`src/rtl/brf_pkg.sv`:
```
// shared constants, types and codes for the byte ring fifo
package brf_pkg;

  // default number of slots in the ring store
  localparam int unsigned MAX_SLOTS_DEF   = 256;
  // width of the ring length register
  localparam int unsigned CFG_W           = 9;
  // data byte width
  localparam int unsigned BYTE_W          = 8;
  // width of the reported free and used counts
  localparam int unsigned CNT_W           = 8;
  // ring length after reset
  localparam int unsigned RING_LENGTH_RST = 256;

  // operation codes carried on kind
  localparam logic KIND_PUSH = 1'b0;
  localparam logic KIND_POP  = 1'b1;

  // result status codes
  typedef enum logic [1:0] {
    ST_PUSHED = 2'd0,
    ST_FULL   = 2'd1,
    ST_POPPED = 2'd2,
    ST_EMPTY  = 2'd3
  } status_e;

  // commands from the controller to the datapath
  typedef struct packed {
    logic exec;
    logic load_len;
  } cmd_t;

endpackage

```
`src/rtl/byte_ring_fifo_unit.sv`:
```
// byte ring fifo top level: controller, datapath and checks
// latency: a result strobe appears in the cycle after the command is taken
// no new transaction is taken while the controller is in its response state,
//   in which the byte store's registered read data is presented
// reset: asynchronous, clears both indices and the fill count, ring length 256
// results cannot be held off by the receiver; no clearing pass is needed
module byte_ring_fifo_unit #(
  parameter int unsigned MAX_SLOTS = brf_pkg::MAX_SLOTS_DEF
) (
  input  logic                        clk_i,
  input  logic                        rst_ni,
  input  logic                        start_i,
  output logic                        busy_o,
  input  logic                        kind_i,
  input  logic [brf_pkg::BYTE_W-1:0]  push_byte_i,
  input  logic                        cfg_valid_i,
  output logic                        cfg_ready_o,
  input  logic [brf_pkg::CFG_W-1:0]   cfg_data_i,
  output logic                        done_o,
  output logic [brf_pkg::BYTE_W-1:0]  popped_byte_o,
  output logic [1:0]                  status_o,
  output logic [brf_pkg::CNT_W-1:0]   free_slots_o,
  output logic [brf_pkg::CNT_W-1:0]   used_slots_o
);
  import brf_pkg::*;

  cmd_t cmd;

  // controller
  brf_ctrl u_ctrl (
    .clk_i       (clk_i),
    .rst_ni      (rst_ni),
    .start_i     (start_i),
    .cfg_valid_i (cfg_valid_i),
    .busy_o      (busy_o),
    .done_o      (done_o),
    .cfg_ready_o (cfg_ready_o),
    .cmd_o       (cmd)
  );

  // datapath
  brf_datapath #(
    .MAX_SLOTS (MAX_SLOTS)
  ) u_dp (
    .clk_i         (clk_i),
    .rst_ni        (rst_ni),
    .cmd_i         (cmd),
    .kind_i        (kind_i),
    .push_byte_i   (push_byte_i),
    .cfg_data_i    (cfg_data_i),
    .popped_byte_o (popped_byte_o),
    .status_o      (status_o),
    .free_slots_o  (free_slots_o),
    .used_slots_o  (used_slots_o)
  );

  // every accepted transaction gives a strobe in the next cycle
  a_done_after_start: assert property (@(posedge clk_i) disable iff (!rst_ni)
    (start_i && !busy_o) |=> done_o)
    else $error("no result after accepted transaction");

  // a strobe lasts one cycle only
  a_done_single: assert property (@(posedge clk_i) disable iff (!rst_ni)
    done_o |=> !done_o)
    else $error("result strobe held for more than one cycle");

  // refused pop reports an empty ring
  a_empty_count: assert property (@(posedge clk_i) disable iff (!rst_ni)
    (done_o && (status_o == ST_EMPTY)) |-> (used_slots_o == '0))
    else $error("empty status with bytes held");

  // refused push reports no free slot
  a_full_count: assert property (@(posedge clk_i) disable iff (!rst_ni)
    (done_o && (status_o == ST_FULL)) |-> (free_slots_o == '0))
    else $error("full status with free slots");

endmodule

```
`src/rtl/brf_ram.sv`:
```
// generic single-write, single-read ram with registered read data
module brf_ram #(
  parameter int unsigned WIDTH = 8,
  parameter int unsigned DEPTH = 256
) (
  input  logic                     clk_i,
  input  logic                     we_i,
  input  logic [$clog2(DEPTH)-1:0] waddr_i,
  input  logic [WIDTH-1:0]         wdata_i,
  input  logic                     re_i,
  input  logic [$clog2(DEPTH)-1:0] raddr_i,
  output logic [WIDTH-1:0]         rdata_o
);

  logic [WIDTH-1:0] mem [DEPTH];
  logic [WIDTH-1:0] rdata_q;

  // write port
  always_ff @(posedge clk_i) begin
    if (we_i) begin
      mem[waddr_i] <= wdata_i;
    end
  end

  // registered read port
  always_ff @(posedge clk_i) begin
    if (re_i) begin
      rdata_q <= mem[raddr_i];
    end
  end

  assign rdata_o = rdata_q;

endmodule

```
`src/rtl/brf_ctrl.sv`:
```
// controller state machine: accepts commands and sequences the result strobe
module brf_ctrl (
  input  logic          clk_i,
  input  logic          rst_ni,
  input  logic          start_i,
  input  logic          cfg_valid_i,
  output logic          busy_o,
  output logic          done_o,
  output logic          cfg_ready_o,
  output brf_pkg::cmd_t cmd_o
);
  import brf_pkg::*;

  typedef enum logic {
    S_IDLE,
    S_RESP
  } state_e;

  state_e state_q;
  logic   busy_q;
  logic   done_q;
  logic   cfg_ready;

  // state and registered handshake outputs
  always_ff @(posedge clk_i or negedge rst_ni) begin
    if (!rst_ni) begin
      state_q <= S_IDLE;
      busy_q  <= 1'b0;
      done_q  <= 1'b0;
    end else begin
      case (state_q)
        S_IDLE: begin
          if (start_i) begin
            state_q <= S_RESP;
            busy_q  <= 1'b1;
            done_q  <= 1'b1;
          end
        end
        S_RESP: begin
          state_q <= S_IDLE;
          busy_q  <= 1'b0;
          done_q  <= 1'b0;
        end
        default: begin
          state_q <= S_IDLE;
          busy_q  <= 1'b0;
          done_q  <= 1'b0;
        end
      endcase
    end
  end

  // length write only when idle and no transaction starts in the same cycle
  assign cfg_ready = (state_q == S_IDLE) && !start_i;

  // commands to the datapath
  always_comb begin
    cmd_o.exec     = start_i && (state_q == S_IDLE);
    cmd_o.load_len = cfg_valid_i && cfg_ready;
  end

  assign busy_o      = busy_q;
  assign done_o      = done_q;
  assign cfg_ready_o = cfg_ready;

endmodule

```
`src/rtl/brf_datapath.sv`:
```
// datapath: ring indices, fill count, length register and byte store
module brf_datapath #(
  parameter int unsigned MAX_SLOTS = brf_pkg::MAX_SLOTS_DEF
) (
  input  logic                        clk_i,
  input  logic                        rst_ni,
  input  brf_pkg::cmd_t               cmd_i,
  input  logic                        kind_i,
  input  logic [brf_pkg::BYTE_W-1:0]  push_byte_i,
  input  logic [brf_pkg::CFG_W-1:0]   cfg_data_i,
  output logic [brf_pkg::BYTE_W-1:0]  popped_byte_o,
  output logic [1:0]                  status_o,
  output logic [brf_pkg::CNT_W-1:0]   free_slots_o,
  output logic [brf_pkg::CNT_W-1:0]   used_slots_o
);
  import brf_pkg::*;

  localparam int unsigned IW = $clog2(MAX_SLOTS);
  localparam int unsigned LW = (IW + 1 > CFG_W) ? IW + 1 : CFG_W;
  localparam logic [LW-1:0] LEN_MIN = LW'(2);
  localparam logic [LW-1:0] LEN_MAX = LW'(MAX_SLOTS);
  localparam logic [LW-1:0] LEN_RST =
    (RING_LENGTH_RST > MAX_SLOTS) ? LW'(MAX_SLOTS) : LW'(RING_LENGTH_RST);

  logic [LW-1:0]     len_q;
  logic [IW-1:0]     wr_q;
  logic [IW-1:0]     rd_q;
  logic [LW-1:0]     used_q;
  status_e           status_q;
  status_e           status_d;
  logic [LW-1:0]     cfg_ext;
  logic [LW-1:0]     len_cfg;
  logic [LW-1:0]     wr_inc;
  logic [LW-1:0]     rd_inc;
  logic [IW-1:0]     wr_nxt;
  logic [IW-1:0]     rd_nxt;
  logic              full;
  logic              empty;
  logic              do_push;
  logic              do_pop;
  logic              rd_en;
  logic [LW-1:0]     free;
  logic [BYTE_W-1:0] rdata;

  // clamp the written length into the supported range
  always_comb begin
    cfg_ext = LW'(cfg_data_i);
    if (cfg_ext < LEN_MIN) begin
      len_cfg = LEN_MIN;
    end else if (cfg_ext > LEN_MAX) begin
      len_cfg = LEN_MAX;
    end else begin
      len_cfg = cfg_ext;
    end
  end

  // next indices with wrap at the ring length
  always_comb begin
    wr_inc = LW'(wr_q) + LW'(1);
    rd_inc = LW'(rd_q) + LW'(1);
    wr_nxt = (wr_inc == len_q) ? '0 : wr_inc[IW-1:0];
    rd_nxt = (rd_inc == len_q) ? '0 : rd_inc[IW-1:0];
  end

  // full and empty decisions, one slot always left empty
  assign full    = (wr_nxt == rd_q);
  assign empty   = (wr_q == rd_q);
  assign do_push = cmd_i.exec && (kind_i == KIND_PUSH) && !full;
  assign do_pop  = cmd_i.exec && (kind_i == KIND_POP) && !empty;
  assign rd_en   = cmd_i.exec && (kind_i == KIND_POP);

  // result status of the current transaction
  always_comb begin
    if (kind_i == KIND_PUSH) begin
      status_d = full ? ST_FULL : ST_PUSHED;
    end else begin
      status_d = empty ? ST_EMPTY : ST_POPPED;
    end
  end

  // length, indices, fill count and status registers
  always_ff @(posedge clk_i or negedge rst_ni) begin
    if (!rst_ni) begin
      len_q    <= LEN_RST;
      wr_q     <= '0;
      rd_q     <= '0;
      used_q   <= '0;
      status_q <= ST_PUSHED;
    end else if (cmd_i.load_len) begin
      len_q  <= len_cfg;
      wr_q   <= '0;
      rd_q   <= '0;
      used_q <= '0;
    end else if (cmd_i.exec) begin
      status_q <= status_d;
      if (do_push) begin
        wr_q   <= wr_nxt;
        used_q <= used_q + LW'(1);
      end
      if (do_pop) begin
        rd_q   <= rd_nxt;
        used_q <= used_q - LW'(1);
      end
    end
  end

  // byte store
  brf_ram #(
    .WIDTH (BYTE_W),
    .DEPTH (MAX_SLOTS)
  ) u_ram (
    .clk_i   (clk_i),
    .we_i    (do_push),
    .waddr_i (wr_q),
    .wdata_i (push_byte_i),
    .re_i    (rd_en),
    .raddr_i (rd_q),
    .rdata_o (rdata)
  );

  // result fields
  assign free          = len_q - LW'(1) - used_q;
  assign free_slots_o  = free[CNT_W-1:0];
  assign used_slots_o  = used_q[CNT_W-1:0];
  assign status_o      = status_q;
  assign popped_byte_o = (status_q == ST_POPPED) ? rdata : '0;

endmodule

```
`config.mk`:
```
export PLATFORM = sky130hd
export DESIGN_NAME = byte_ring_fifo_unit
export DESIGN_NICKNAME = d
export VERILOG_FILES = /design/src/rtl/brf_pkg.sv /design/src/rtl/byte_ring_fifo_unit.sv /design/src/rtl/brf_ram.sv /design/src/rtl/brf_ctrl.sv /design/src/rtl/brf_datapath.sv
export SDC_FILE = /design/constraint.sdc
export NUM_CORES = 2
export LEC_CHECK = 0
export ABC_CLOCK_PERIOD_IN_PS = 4100
export BUFFER_PORTS_ARGS = -buffer_cell sky130_fd_sc_hd__buf_2
export CORE_ASPECT_RATIO = 0.5
export CORE_MARGIN = 3
export CORE_UTILIZATION = 51
export DETAILED_ROUTE_END_ITERATION = 8
export PLACE_DENSITY = 0.65
export SYNTH_ARGS = -nofsm -noshare
export SYNTH_HDL_FRONTEND = slang
export SYNTH_SLANG_ARGS = --single-unit
```
`constraint.sdc`:
```
create_clock -name clk_i -period 4.1 [get_ports clk_i]
set_input_delay 0.615 -clock clk_i [delete_from_list [all_inputs] [get_ports clk_i]]
set_output_delay 0.615 -clock clk_i [all_outputs]
set_load 0.01 [all_outputs]
```
# --- Word level (Yosys, flattened, before mapping) ---
# Memory sizes are Yosys's and may differ from the RTL's. A register that Yosys moved wholly into a read port is not among the register bits.
# Index checks and enable logic that the tools add are counted.
word_totals:
  reg_bits: 38
  latchBits: 0
  ram_bits: 2048
  mem_bits_ro: 0
  input_bits: 22
  out_inout_bits: 29
  elab_cells: 67
  n_memories: 1
memory_table:
  columns: ["memory", "depth", "width", "rd", "rd_ports_with_merged_regs", "write_ports", "line", "text"]
  rows:
  - ["u_dp.u_ram.mem", 256, 8, 1, 1, 1, "brf_ram.sv:15", "logic [WIDTH-1:0] mem [DEPTH];"]
classes:
  add_sub_neg: 6
  mul: 0
  n_div: 0
  n_lt_le_gt_ge: 2
  n_eq_ne: 6
  n_shift: 0
  muxes: 24
  bitwise: 3
  n_reduce_logical: 18
op_table:
  columns: ["op", "n"]
  rows:
  - ["$mux 8", 9]
  - ["$mux 9", 6]
  - ["$add 8x1->9 const B", 2]
  - ["$eq 9x9->1", 2]
  - ["$eq 8x8->1", 2]
  - ["$add 9x1->9 const B", 1]
  - ["$gt 9x9->1 const B", 1]
  - ["$lt 9x2->1 const B", 1]
  - ["$sub 9x1->9 const B", 1]
  - ["$reduce_and 2->1", 4]
  - ["$sub 8x1->8 const B", 1]
  - ["$sub 8x8->8", 1]
  - ["$logic_and 1x1->1", 7]
  - ["$mux 1", 6]
  - ["$reduce_bool 2->1", 3]
  - ["$pmux 1 s2", 2]
  - ["$logic_not 1->1", 3]
  - ["$not 1->1", 3]
  - ["$reduce_bool 3->1", 1]
  - ["$eq 2x2->1 const B", 1]
  - ["$mux 2", 1]
  - ["$ne 2x2->1 const B", 1]

# --- Depth between registers and ports, before layout ---
depth:
  word_depth: 10
  ltp_mapped: 16
  depth_no_buf: 13

# --- Hierarchy ---
# Synthesis repeated with hierarchy kept, for this count alone.
unflattened:
  cells_unflattened: 4083
  area_unflattened_um2: 82666.8
by_module_without_submodules:
  columns: ["mod", "n_inst", "cells_per_inst", "area_per_inst_um2", "seq_area_each_um2"]
  rows:
  - ["brf_ram", 1, 3733, 79636.4, 61739.2]
  - ["brf_datapath", 1, 343, 2942.8, 877.1]
  - ["brf_ctrl", 1, 7, 87.6, 50.0]

# --- Worst setup path after synthesis ---
# Ideal clock, no wire load.
synth_path:
  path_type: "reg-to-reg"
  from: "register u_dp.rd_q[3]"
  to: "register u_dp.used_q[7]"
  arrival_ns: 3.364
  t_required_ns: 4.014
  path_slack_ns: 0.650
  path_stages_with_launch: 16
  path_buffers: 3
  synth_period_minus_slack_ns: 3.450
  cell_sequence: "dfrtp_1 clkbuf_1 clkbuf_1 xnor2_1 nand4_1 o41ai_1 inv_1 clkbuf_1 ha_1 a21o_1 a21oi_1 o21bai_1 a21oi_1 o21ai_0 and3_1 nor3_1"
synth_between:
  elab_chain_len: 6
  word_cells_on_any_way: 11
  classes_between: "2 x eq/ne; 3 x mux; 6 x reduce/logical"
synth_rtl:
  columns: ["element", "line", "text"]
  rows:
  - ["from (decl)", "brf_datapath.sv:27", "logic [IW-1:0] rd_q;"]
  - ["from (signal assigned)", "brf_datapath.sv:101", "rd_q <= rd_nxt;"]
  - ["$eq 8x8->1", "brf_datapath.sv:67", "assign empty = (wr_q == rd_q);"]
  - ["$logic_not 1->1", "brf_datapath.sv:69", "assign do_pop = cmd_i.exec && (kind_i == KIND_POP) && !empty;"]
  - ["$logic_and 1x1->1", "brf_datapath.sv:69", null]
  - ["$mux 9", "brf_datapath.sv:100", "if (do_pop) begin"]
  - ["$mux 9", "brf_datapath.sv:94", "end else if (cmd_i.exec) begin"]
  - ["$mux 9", "brf_datapath.sv:89", "end else if (cmd_i.load_len) begin"]
  - ["to (signal assigned)", "brf_datapath.sv:98", "used_q <= used_q + LW'(1);"]
  - ["to (signal assigned)", "brf_datapath.sv:102", "used_q <= used_q - LW'(1);"]
  - ["to (decl)", "brf_datapath.sv:28", "logic [LW-1:0] used_q;"]
# Several ways; a longest one is shown, not always the timed one. The select of a mux whose other input is x is not followed.
# A chain may end at the register's enable or synchronous reset.

==> metrics.cfg <==
[cells_and_area]
multi_input_comb_area_um2=19200
drive_gt1_frac=0.220
layout.nets=4871
post-route-cell-area_um2=94700
area_growth_pct=13.7
seq_area_um2=62700
n_fill_cell=11658

[global_route]
grt_start_max_net_pins=130
overflow=0
antenna_found_initial=10
grt_pass1_vias=43745
grtUsageTotal=0.259
grt_pass1_wl_um=315000

[cts]
tritoncts=done
cts_resized=0
cts.htree.levels=4
cts.sinks=2093
clock_latency_ns=0.82
path_clk_slew_ns=0.07
cts_setup_buffers=0
cts_buffers=179
cts-root-buf=clkbuf_16
cts_hold_buf=7
clock_path_buffers=3

[yosys]
yosys.area_share.simple=0.0356
synthesis.nets=4469
synth-xor-area-share=0.00398
ys_seq_elements=2093
synth_top_family_by_area=multiplexers
ys_seq_area_frac=0.752
synthesis.area_um2=83300
yosysMostFrequentCell=edfxtp_1
yosys_warnings=0
synthArstFlopShare=0.0177
synth_top_area_frac=0.741
synth_compound_area_frac=0.0520
synth_edf_count=2056
yosys-top-cells-count=2,056 x edfxtp_1, 461 x mux2i_1, 292 x mux4_2, 283 x nor2_1, 255 x o221ai_1
avgSynthCellArea_um2=18.8
synth_area_leader_cell=edfxtp_1
synthMuxAreaShare=0.135
synthFlopType=edfxtp_1
synth.distinct_cells=72
ys_top_cells_by_area=edfxtp_1 74%, mux4_2 7.9%, mux2i_1 5.5%
synth_adder_area_share=0.00318
synthCells=4427

[critical_path]
worst_setup_path_start_kind=flop
rrSetupSlack_ns=0.30
r2r_start=u_dp.rd_q[1]$_DFFE_PN0P_
end_kind=flop
r2r_end=u_dp.u_ram.rdata_o[0]$_DFFE_PP_
arrival_ns=4.38
rr_worst_depth=10
cp.required_ns=4.68
crit_fanout=38
path_class=reg2reg

[status]
status=complete, no violations

[power]
power_density_nw_per_um2=530
p_leak_nw=29.7
vdd_ir_drop_max_uv=530

[sta]
finalHoldViolCount=0
max_slew_margin=0.0870
whs_ns=0.0690
period_share=0.928
min_period_ns=3.80
worstMarginPinSlew_ns=1.36
fin_ws_ns=0.297
rsz0062_at_grt=no
fmax_mhz=263
final.setup.tns_ns=0
finalMaxSlewViolations=0
fin_skew_ns=0.0252
setup_viol_count_final=0

[placed_design]
place.gp.congestion=0.915
hpwl_um=134000
portBuffers=50
place_area_um2=88900
dp_slack_ns=0.386

[min_path]
min-delay-start=start_i
min_to=u_ctrl.busy_o$_DFFE_PN0N_
hp-class=in2reg
hold_depth=3

[drt]
wirelength_um=218000
dr.pass1.iters=6
viasPerCell=6.28
drc=0
drtIter0Drc=6253
drtAntennaViolNets=0
via_count=44943
post_drt_wl_per_cell_um=30.5

[floorplanning]
io_pins=51
core_um2=162000
row_count=104
start_util=0.515
die_x_um=578
die-area_um2=169000
die_h_um=292

[flow_run]
cap_violations=0

[registers in the layout, indices dropped and copies added, names as in the netlist]
register	count
u_dp.u_ram.mem	2048
u_dp.len_q	9
u_dp.rd_q	8
u_dp.u_ram.rdata_o	8
u_dp.used_q	8
u_dp.wr_q	8
u_dp.status_o	2
u_ctrl.busy_o	1
u_ctrl.state_q	1
[kinds of logic (layout without fill, tap and decap cells)]
group,after synthesis,after routing
AND/OR/NAND/NOR,633,633
multiplexers,756,756
XOR/XNOR,37,37
adder cells (fa/ha/maj),20,20
flip-flops,2093,2093
buffers and inverters,311,861
other,0,2
AO/OA/AOI/OAI,577,577
[worst max-delay path, cell delays in order, from the launching register on]
cell,delay [ns]
dfrtp_4,0.58
nand2b_4,0.31
buf_4,0.25
buf_12,0.18
buf_4,0.20
o221ai_1,0.35
o22ai_1,0.15
a21oi_1,0.72
a21oi_1,0.22
nor4b_1,0.21
nor4_1,0.35
[worst max-delay path by stage]
| stage | end | cells after the start | slack, ns | from |
|---|---|---|---|---|
| 6_report | u_dp.u_ram.rdata_o[0]$_DFFE_PP_ | 10 | 0.30 | u_dp.rd_q[1]$_DFFE_PN0P_ |
| 5_1_grt | u_dp.u_ram.mem[88][7]$_DFFE_PP_ | 12 | 0.07 | u_dp.wr_q[0]$_DFFE_PN0P_ |
| 4_1_cts | u_dp.u_ram.rdata_o[1]$_DFFE_PP_ | 12 | 0.36 | u_dp.rd_q[0]$_DFFE_PN0P_ |
| 2_1_floorplan | u_dp.used_q[7]$_DFFE_PN0P_ | 15 | 0.65 | u_dp.rd_q[3]$_DFFE_PN0P_ |
| 3_3_place_gp | u_dp.used_q[7]$_DFFE_PN0P_ | 13 | 0.38 | start_i |
| 3_5_place_dp | u_dp.u_ram.mem[85][7]$_DFFE_PP_ | 11 | 0.39 | u_dp.wr_q[0]$_DFFE_PN0P_ |
[cell usage in the layout, fill, tap and decap left out, types with 8 or more instances in the layout]
cell type      n
a21oi_1       49
a211oi_1      74
nor2_1       280
nand2b_1      14
clkbuf_16    179
dfrtp_1       32
edfxtp_1    2056
bufinv_16     11
clkinv_1      37
nand2_1      189
nor2b_1       17
o31ai_1        8
clkbuf_1      41
buf_4        411
nor3_1        10
nand3_4       17
nor4_1        32
xor2_1        13
buf_12        39
mux2i_1      461
xnor2_1       23
inv_1         24
clkinvlp_4     8
o22ai_1      100
o221ai_1     255
a31oi_1       10
mux4_2       292
and2_1        12
o21ai_0       41
buf_2         42
ha_1          18
clkinv_2      30
nand2_2        8
[report_power, final]
group          internal [mW]  switching [mW]  leakage (nW)
clock network           8.90            7.78          2.77
logic                   4.22            5.45          7.99
registers               23.6           0.194          19.0
[through the flow]
stage | util | total power [mW] | instances
after floorplan | - | 30.8 | 4427
after global placement | 0.550 | 33.8 | 6814
after detailed placement | 0.550 | 33.9 | 6814
after CTS | 0.586 | 50.4 | 7150
after global routing | 0.586 | 51.8 | 7151
final | 0.586 | 50.1 | 7152
[area by class of cell]
class | instances | area share
Sequential cell | 2093 | 0.662
Multi-Input combinational cell | 2023 | 0.203
Clock buffer | 222 | 0.0492
Timing Repair Buffer | 507 | 0.0450
Tap cell | 2173 | 0.0287
Clock inverter | 107 | 0.0113
Inverter | 25 | 0.00102
Antenna cell | 2 | 0.0000528
[routing by layer]
metal | wire, um | global-route usage
met1 | 88100 | 0.377
met2 | 101000 | 0.395
met3 | 21700 | 0.0577
met4 | 6820 | 0.0809
met5 | 0 | 0
No activity file was read; power rests on OpenSTA's default activity.
